[config.mk]
export PLATFORM = sky130hd
export DESIGN_NAME = reciprocal_frequency_counter
export DESIGN_NICKNAME = d
export VERILOG_FILES = /design/src/sv/rfc_pkg.sv /design/src/sv/reciprocal_frequency_counter.sv
export SDC_FILE = /design/constraint.sdc
export NUM_CORES = 2
export LEC_CHECK = 0
export BUFFER_PORTS_ARGS = -buffer_cell sky130_fd_sc_hd__buf_2
export CORE_UTILIZATION = 40
export DETAILED_ROUTE_END_ITERATION = 10
export MAX_ROUTING_LAYER = met4
export PLACE_DENSITY = 0.57
export SLEW_MARGIN = 20
export SYNTH_ARGS = -nofsm -noshare
export SYNTH_HDL_FRONTEND = slang
export SYNTH_SLANG_ARGS = --single-unit
[constraint.sdc]
create_clock -name clock -period 8.5 [get_ports clock]
set_input_delay 0.425 -clock clock [delete_from_list [all_inputs] [get_ports clock]]
set_output_delay 0.425 -clock clock [all_outputs]
set_load 0.01 [all_outputs]
[src/sv/rfc_pkg.sv]
// Types, codes and constants of the reciprocal frequency counter.
package rfc_pkg;

   localparam int TIMER_BITS_DEF     = 16;
   localparam int OVERFLOW_LIMIT_DEF = 255;

   localparam int PERIOD_W  = 14;
   localparam int CAP_FIELD_W = 16;
   localparam int FREQ_W    = 32;
   localparam int PROD_W    = FREQ_W + PERIOD_W;
   localparam int CSR_DW    = 32;
   localparam int CSR_AW    = 3;

   localparam logic [PERIOD_W-1:0] MAX_PERIODS     = PERIOD_W'(10000);
   localparam logic [PERIOD_W-1:0] PERIOD_RESET    = PERIOD_W'(1000);
   localparam logic [FREQ_W-1:0]   REF_CLOCK_RESET = FREQ_W'(84000000);
   localparam logic [FREQ_W-1:0]   FREQ_SAT        = '1;

   localparam logic [1:0] MODE_START    = 2'd0;
   localparam logic [1:0] MODE_CAPTURE  = 2'd1;
   localparam logic [1:0] MODE_OVERFLOW = 2'd2;

   localparam logic REG_PERIOD = 1'b0;
   localparam logic REG_REF    = 1'b1;

   localparam logic STATUS_OK      = 1'b0;
   localparam logic STATUS_NO_FREQ = 1'b1;

   typedef enum logic [1:0] {
      PH_IDLE,
      PH_WAIT_FIRST,
      PH_WAIT_SPAN,
      PH_MEASURE
   } phase_type;

   typedef enum logic [2:0] {
      SQ_IDLE,
      SQ_MUL,
      SQ_PREP,
      SQ_DIV,
      SQ_DONE
   } seq_type;

endpackage

[src/sv/reciprocal_frequency_counter.sv]
// Reciprocal frequency counter: event decoder, divide step unit and result register.
//
// Start, overflow and most capture beats are accepted without holding off later beats.
// The capture beat that closes a measurement starts a sequence: the beat is accepted,
// ref_clock_hz * period_count is formed, one range check saturates the result, 32 steps of
// the single restoring subtract-and-shift divide unit run, and the result is handed
// to the output register; req_stall stays high while the sequence runs. A quotient that
// saturates skips the divide steps. The hand-off repeats while the output register is
// full and stalled. No beat is accepted while the sequence runs, and a beat that produces
// an immediate no-frequency result is also held off while the output register is full
// and stalled. Configuration registers sit behind the csr_ port at byte addresses 0
// (period_count) and 4 (ref_clock_hz).
module reciprocal_frequency_counter
   import rfc_pkg::*;
#(
   parameter int TIMER_BITS     = TIMER_BITS_DEF,
   parameter int OVERFLOW_LIMIT = OVERFLOW_LIMIT_DEF
) (
   input  logic                   clock,
   input  logic                   reset,
   input  logic                   req_valid,
   output logic                   req_stall,
   input  logic [1:0]             req_mode,
   input  logic [CAP_FIELD_W-1:0] req_capture_value,
   output logic                   rsp_valid,
   input  logic                   rsp_stall,
   output logic [FREQ_W-1:0]      rsp_frequency,
   output logic                   rsp_status,
   input  logic                   csr_psel,
   input  logic                   csr_penable,
   input  logic                   csr_pwrite,
   input  logic [CSR_AW-1:0]      csr_paddr,
   input  logic [CSR_DW-1:0]      csr_pwdata,
   output logic [CSR_DW-1:0]      csr_prdata,
   output logic                   csr_pready
);

   localparam int CAP_W = (TIMER_BITS < CAP_FIELD_W) ? TIMER_BITS : CAP_FIELD_W;
   localparam int OVF_W = $clog2(OVERFLOW_LIMIT + 1);
   localparam int CNT_W = $clog2(FREQ_W);
   localparam int SPAN_W = 16;

   logic [PERIOD_W-1:0] period_ff, period_in;
   logic [FREQ_W-1:0]   ref_clock_ff, ref_clock_in;

   phase_type           phase_ff, phase_in;
   logic [PERIOD_W-1:0] edges_ff, edges_in;
   logic [CAP_W-1:0]    first_ff, first_in;
   logic [OVF_W-1:0]    tot_ovf_ff, tot_ovf_in;
   logic [SPAN_W-1:0]   span_ovf_ff, span_ovf_in;

   seq_type             seq_ff, seq_in;
   logic [CNT_W-1:0]    cnt_ff, cnt_in;
   logic [PROD_W-1:0]   prod_ff, prod_in;
   logic [FREQ_W-1:0]   divisor_ff, divisor_in;
   logic [FREQ_W-1:0]   rem_ff, rem_in;
   logic [FREQ_W-1:0]   quo_ff, quo_in;

   logic                rsp_valid_ff, rsp_valid_in;
   logic [FREQ_W-1:0]   rsp_freq_ff, rsp_freq_in;
   logic                rsp_status_ff, rsp_status_in;

   logic                csr_write;
   logic                accept;
   logic                out_free;
   logic                emit_now;
   logic                load_out;
   logic                period_ok;
   logic [PERIOD_W-1:0] edges_inc;
   logic [OVF_W-1:0]    tot_inc;
   logic [CAP_W-1:0]    cap;
   logic [63:0]         span_sh;
   logic [FREQ_W-1:0]   elapsed;
   logic [FREQ_W:0]     div_trial;
   logic [FREQ_W+1:0]   div_diff;
   logic                div_ge;
   logic                sat;

   // configuration port
   assign csr_pready = 1'b1;
   assign csr_write  = csr_psel && csr_penable && csr_pwrite && csr_pready;

   always_comb begin
      unique case (csr_paddr[2])
         REG_PERIOD: csr_prdata = CSR_DW'(period_ff);
         REG_REF:    csr_prdata = ref_clock_ff;
         default:    csr_prdata = '0;
      endcase
   end

   always_comb begin
      period_in    = period_ff;
      ref_clock_in = ref_clock_ff;
      if (csr_write) begin
         unique case (csr_paddr[2])
            REG_PERIOD: period_in    = csr_pwdata[PERIOD_W-1:0];
            REG_REF:    ref_clock_in = csr_pwdata[FREQ_W-1:0];
            default:    period_in    = period_ff;
         endcase
      end
   end

   // event decode
   assign out_free  = !rsp_valid_ff || !rsp_stall;
   assign period_ok = (period_ff != '0) && (period_ff <= MAX_PERIODS);
   assign edges_inc = edges_ff + 1'b1;
   assign tot_inc   = tot_ovf_ff + 1'b1;
   assign cap       = req_capture_value[CAP_W-1:0];
   assign span_sh   = {{(64-SPAN_W){1'b0}}, span_ovf_ff} << TIMER_BITS;
   assign elapsed   = span_sh[FREQ_W-1:0] + FREQ_W'(cap) - FREQ_W'(first_ff);

   always_comb begin
      emit_now = 1'b0;
      unique case (req_mode)
         MODE_START:    emit_now = !period_ok;
         MODE_CAPTURE:  emit_now = (phase_ff == PH_MEASURE)
                                   && (!period_ok
                                       || ((edges_inc >= period_ff) && (elapsed == '0)));
         MODE_OVERFLOW: emit_now = (phase_ff != PH_IDLE)
                                   && (tot_inc >= OVF_W'(OVERFLOW_LIMIT));
         default:       emit_now = 1'b0;
      endcase
   end

   assign req_stall = (seq_ff != SQ_IDLE) || (emit_now && !out_free);
   assign accept    = req_valid && !req_stall;

   // divide step unit
   assign div_trial = {rem_ff, quo_ff[FREQ_W-1]};
   assign div_diff  = {1'b0, div_trial} - {2'b0, divisor_ff};
   assign div_ge    = !div_diff[FREQ_W+1];
   assign sat       = {{(FREQ_W-PERIOD_W){1'b0}}, prod_ff[PROD_W-1:FREQ_W]} >= divisor_ff;

   always_comb begin
      phase_in      = phase_ff;
      edges_in      = edges_ff;
      first_in      = first_ff;
      tot_ovf_in    = tot_ovf_ff;
      span_ovf_in   = span_ovf_ff;
      seq_in        = seq_ff;
      cnt_in        = cnt_ff;
      prod_in       = prod_ff;
      divisor_in    = divisor_ff;
      rem_in        = rem_ff;
      quo_in        = quo_ff;
      load_out      = 1'b0;
      rsp_freq_in   = rsp_freq_ff;
      rsp_status_in = rsp_status_ff;

      if (accept) begin
         if (emit_now) begin
            load_out      = 1'b1;
            rsp_freq_in   = '0;
            rsp_status_in = STATUS_NO_FREQ;
         end
         unique case (req_mode)
            MODE_START: begin
               edges_in    = '0;
               first_in    = '0;
               tot_ovf_in  = '0;
               span_ovf_in = '0;
               phase_in    = period_ok ? PH_WAIT_FIRST : PH_IDLE;
            end
            MODE_CAPTURE: begin
               unique case (phase_ff)
                  PH_WAIT_FIRST: phase_in = PH_WAIT_SPAN;
                  PH_WAIT_SPAN: begin
                     first_in    = cap;
                     edges_in    = '0;
                     span_ovf_in = '0;
                     phase_in    = PH_MEASURE;
                  end
                  PH_MEASURE: begin
                     if (!period_ok) begin
                        phase_in = PH_IDLE;
                     end else begin
                        edges_in = edges_inc;
                        if (edges_inc >= period_ff) begin
                           phase_in = PH_IDLE;
                           if (elapsed != '0) begin
                              divisor_in = elapsed;
                              seq_in     = SQ_MUL;
                           end
                        end
                     end
                  end
                  default: phase_in = phase_ff;
               endcase
            end
            MODE_OVERFLOW: begin
               if (phase_ff != PH_IDLE) begin
                  tot_ovf_in = tot_inc;
                  if (phase_ff == PH_MEASURE) begin
                     span_ovf_in = span_ovf_ff + 1'b1;
                  end
                  if (emit_now) begin
                     phase_in = PH_IDLE;
                  end
               end
            end
            default: phase_in = phase_ff;
         endcase
      end

      unique case (seq_ff)
         SQ_IDLE: seq_in = seq_in;
         SQ_MUL: begin
            prod_in = PROD_W'(ref_clock_ff) * PROD_W'(period_ff);
            seq_in  = SQ_PREP;
         end
         SQ_PREP: begin
            if (sat) begin
               quo_in = FREQ_SAT;
               seq_in = SQ_DONE;
            end else begin
               rem_in = FREQ_W'(prod_ff[PROD_W-1:FREQ_W]);
               quo_in = prod_ff[FREQ_W-1:0];
               cnt_in = '0;
               seq_in = SQ_DIV;
            end
         end
         SQ_DIV: begin
            rem_in = div_ge ? div_diff[FREQ_W-1:0] : div_trial[FREQ_W-1:0];
            quo_in = {quo_ff[FREQ_W-2:0], div_ge};
            cnt_in = cnt_ff + 1'b1;
            if (cnt_ff == CNT_W'(FREQ_W - 1)) begin
               seq_in = SQ_DONE;
            end
         end
         SQ_DONE: begin
            if (out_free) begin
               load_out      = 1'b1;
               rsp_freq_in   = quo_ff;
               rsp_status_in = STATUS_OK;
               seq_in        = SQ_IDLE;
            end
         end
         default: seq_in = SQ_IDLE;
      endcase

      rsp_valid_in = load_out || (rsp_valid_ff && rsp_stall);
   end

   always_ff @(posedge clock) begin
      if (reset) begin
         period_ff    <= PERIOD_RESET;
         ref_clock_ff <= REF_CLOCK_RESET;
         phase_ff     <= PH_IDLE;
         edges_ff     <= '0;
         first_ff     <= '0;
         tot_ovf_ff   <= '0;
         span_ovf_ff  <= '0;
         seq_ff       <= SQ_IDLE;
         cnt_ff       <= '0;
         rsp_valid_ff <= 1'b0;
      end else begin
         period_ff    <= period_in;
         ref_clock_ff <= ref_clock_in;
         phase_ff     <= phase_in;
         edges_ff     <= edges_in;
         first_ff     <= first_in;
         tot_ovf_ff   <= tot_ovf_in;
         span_ovf_ff  <= span_ovf_in;
         seq_ff       <= seq_in;
         cnt_ff       <= cnt_in;
         rsp_valid_ff <= rsp_valid_in;
      end
   end

   always_ff @(posedge clock) begin
      prod_ff       <= prod_in;
      divisor_ff    <= divisor_in;
      rem_ff        <= rem_in;
      quo_ff        <= quo_in;
      rsp_freq_ff   <= rsp_freq_in;
      rsp_status_ff <= rsp_status_in;
   end

   assign rsp_valid     = rsp_valid_ff;
   assign rsp_frequency = rsp_freq_ff;
   assign rsp_status    = rsp_status_ff;

endmodule

==> results.json <==
{
  "core_area_um2": 73100,
  "critical_path.max_fanout": 15,
  "r2r_end": "prod_ff[42]",
  "path_cells": "nand2_1 > fa_1 > fa_1 > inv_1 > fa_1 > fa_1 > fa_1 > inv_1 > fa_1 > inv_1 > ha_1 > a21o_1 > a21o_1 > a21o_1 > a311o_1 > nor3_1 > a211o_1 > a31oi_1 > a311oi_1 > o21bai_1 > a21o_1 > xor2_1",
  "power_leakage_nw": 15.0,
  "post-route-min-period_ps": 7680,
  "grt_start_max_net_pins": 82,
  "hpwl_um": 59600,
  "pin_count": 128,
  "post_cts_buffers": 0,
  "ys_types": 82,
  "critical_path.slowest_cell": "sky130_fd_sc_hd__dfxtp_1",
  "gp_routability_congestion": 0.874,
  "synth.top_cells.by_area": "sky130_fd_sc_hd__fa_1 (24%), sky130_fd_sc_hd__edfxtp_1 (14%), sky130_fd_sc_hd__dfxtp_1 (9.8%)",
  "drive_gt1_frac": 0.0855,
  "syn_nets": 3928,
  "signal_arrival_time_at_the_worst_endpoint_ps": 7990,
  "buffer_ports.inserted": 124,
  "tritoncts": "done",
  "synth.cells.most_frequent": "sky130_fd_sc_hd__nand2_1 (478), sky130_fd_sc_hd__inv_1 (455), sky130_fd_sc_hd__fa_1 (359), sky130_fd_sc_hd__nor2_1 (219), sky130_fd_sc_hd__and2_1 (203)",
  "final.setup.tns_ps": 0,
  "placementRows": 99,
  "gr-total-overflow": 0,
  "vias_after_detailed_routing": 22534,
  "min_from": "csr_pwdata[15]",
  "asyncSetResetFlopFracSynth": 0,
  "setup_repair_after_global_routing_missed_its_margin": "false",
  "cts-hold-fix-buffers": 0,
  "timing_worst_slew_pin_value_ps": 1070,
  "setup_viol": 0,
  "multi_input_area_um2": 20100,
  "yosys.area.top_type_share": 0.243,
  "worst_slew_margin": 0.285,
  "avgRoutedWirePerCell_um": 17.7,
  "postSynthCellCount": 3312,
  "depth_of_the_critical_timing_path_with_buffers_and_inverters_included": 22,
  "placement.setup.worst_slack_ps": 769,
  "ctsLongestPathBuffers": 3,
  "ys_seq_area_frac": 0.242,
  "violations_in_the_final_reports": "DRC",
  "worst_slack_ps": 817,
  "netlist.top_cell.by_area": "sky130_fd_sc_hd__fa_1",
  "cp_common_cell": "sky130_fd_sc_hd__fa_1",
  "critical_path_class": "reg -> reg",
  "worstHoldEndpoint": "ref_clock_ff[15]",
  "via_count_of_the_first_global_routing_pass": 22905,
  "clk_pin_slew_ps": 60,
  "status": "complete, but fails checks",
  "chipWidth_um": 274,
  "first_iter_violations": 1209,
  "path_delay_family": "adder cells",
  "critical_path_required_ps": 8810,
  "clock_insertion_delay_worst_skew_ps": 580,
  "finalWirelength_um": 77000,
  "drt.antenna.violating_nets": 0,
  "fmax_ghz": 0.130,
  "die_height_um": 274,
  "layout.area.seq_um2": 7150,
  "worst_setup_path_start_kind": "flop",
  "report.final.hold_viol_count": 0,
  "ctsResizeCount": 0,
  "cts_inserted_buffers": 37,
  "synthMostInstantiatedCell": "sky130_fd_sc_hd__nand2_1",
  "iteration_count_of_the_initial_detailed_routing_pass": 8,
  "critPathMaxStageDelay_ps": 850,
  "yosysWarningCount": 0,
  "clk_root_buffer_cell": "sky130_fd_sc_hd__clkbuf_16",
  "syn_to_final_growth_pct": 9.71,
  "max_cap_violations": 0,
  "post_synth_instance_area_um2": 29500,
  "fill_cells": 7222,
  "ctsHtreeMaxLevel": 2,
  "ant_diodes": 0,
  "r2r.worst_path.cells": 22,
  "report.final.slew_viol_count": 0,
  "hold_path.class": "in -> reg",
  "vias_per_cell": 5.18,
  "initial_core_util": 0.404,
  "avgSynthCellArea_um2": 8.92,
  "grt_pass1_wl_um": 126000,
  "overall_global_routing_usage": 0.217,
  "min_path_cells": 3,
  "ir_worst_vdd_mv": 0.181,
  "timing.critical_path.to_type": "flop",
  "cellPowerDensity_nw_per_um2": 163,
  "design.die.area_um2": 75000,
  "design.final.nets": 3979,
  "cts.sink_count": 286,
  "postSynth.topFlopCell": "sky130_fd_sc_hd__dfxtp_1",
  "crit-reg2reg-launch": "period_ff[6]",
  "period_share": 0.904,
  "worst_clk_skew_ps": 38.9,
  "hold_ws_ps": 66.9,
  "yosys_register_bits": 286,
  "cp_num_buf_inv": 3,
  "grt_antenna_before_repair": 1,
  "synth_edf_count": 142,
  "reg2reg_slack_ps": 820,
  "remaining_drc_errors": 6
}
## worst max path at each step
stage	from	to	slack, ps
6_report	period_ff[6]	prod_ff[42]	820
5_1_grt	period_ff[2]	prod_ff[44]	260
4_1_cts	period_ff[6]	prod_ff[42]	750
3_5_place_dp	period_ff[6]	prod_ff[42]	770
3_3_place_gp	period_ff[6]	prod_ff[42]	820
2_1_floorplan	period_ff[2]	prod_ff[42]	1720
## cells by family (layout without fill, tap and decap cells)
logic type      count (synthesis)  count (layout)  share of synthesized area
simple gates                 1168            1168                      0.189
fa+ha+maj                     556             556                      0.327
other cells                     1               1                   0.000127
flops                         286             286                      0.242
buf+inv                       627             707                     0.0813
xor+xnor                      112             112                     0.0332
mux                            38              38                     0.0130
compound gates                524             524                      0.115
## per-layer routing
metal	share of wire	GRT usage
met2	0.44	0.332
met1	0.48	0.298
met4	0.027	0.0632
met5	0	-
met3	0.051	0.0305
## stage by stage
step | cell area [µm²] | std cells | power [mW] | util
6_report | 32400 | 4351 | 5.29 | 0.444
4_1_cts | 32400 | 4350 | 5.36 | 0.443
5_1_grt | 32400 | 4351 | 5.70 | 0.444
3_3_place_gp | 31200 | 4282 | 3.74 | 0.427
3_5_place_dp | 31200 | 4282 | 3.75 | 0.427
2_1_floorplan | 29500 | 3312 | 3.24 | -
## worst register-to-register path: stages (launching register included)
cell	delay, ps
sky130_fd_sc_hd__dfxtp_1	850
sky130_fd_sc_hd__nand2_1	180
sky130_fd_sc_hd__fa_1	510
sky130_fd_sc_hd__fa_1	520
sky130_fd_sc_hd__inv_1	70
sky130_fd_sc_hd__fa_1	590
sky130_fd_sc_hd__fa_1	450
sky130_fd_sc_hd__fa_1	490
sky130_fd_sc_hd__inv_1	50
sky130_fd_sc_hd__fa_1	470
sky130_fd_sc_hd__inv_1	40
sky130_fd_sc_hd__ha_1	340
sky130_fd_sc_hd__a21o_1	180
sky130_fd_sc_hd__a21o_1	170
sky130_fd_sc_hd__a21o_1	190
sky130_fd_sc_hd__a311o_1	320
sky130_fd_sc_hd__nor3_1	550
sky130_fd_sc_hd__a211o_1	260
sky130_fd_sc_hd__a31oi_1	200
sky130_fd_sc_hd__a311oi_1	560
sky130_fd_sc_hd__o21bai_1	110
sky130_fd_sc_hd__a21o_1	200
sky130_fd_sc_hd__xor2_1	140
## sequential cells by signal (all words and copies together), names as in the netlist
| name | cells |
|---|---|
| divisor_ff | 32 |
| tot_ovf_ff | 8 |
| seq_ff | 3 |
| quo_ff | 32 |
| rem_ff | 32 |
| prod_ff | 46 |
| ref_clock_ff | 32 |
| rsp_frequency | 32 |
| phase_ff | 2 |
| period_ff | 14 |
| first_ff | 16 |
| rsp_status | 1 |
| span_ovf_ff | 16 |
| cnt_ff | 5 |
| edges_ff | 14 |
| rsp_valid | 1 |
## cell type report
cell class	instances	area share
clock inverters	24	0.00714
repair buffers	184	0.0332
clock buffers	44	0.0300
flip-flops and latches	286	0.221
multi-input cells	2399	0.619
inverters	455	0.0527
well taps	959	0.0370
## report_power, final
group / internal [mW] / total [mW] / leakage, nW / switching, mW
registers: 1.55 / 1.58 / 2.43 / 0.0307
clock network: 0.920 / 1.58 / 0.592 / 0.662
logic: 0.920 / 2.13 / 12.0 / 1.21
total: 3.39 / 5.29 / 15.0 / 1.90
## cells in the final DEF, fill, tap and decap left out, drive strengths merged, types with 18 or more instances in the layout
cell type	instances
nand2b	29
inv	460
a211oi	18
clkbuf	44
nand2	478
xor2	35
nor2b	22
a22o	32
o21a	19
xnor2	77
buf	184
mux2i	34
and2	203
nand4	22
nor3	34
ha	197
dfxtp	144
a21oi	187
nor2	227
edfxtp	142
nand3	48
and3	22
a21o	66
o21ai	91
fa	359
No activity file was read; power rests on OpenSTA's default activity.
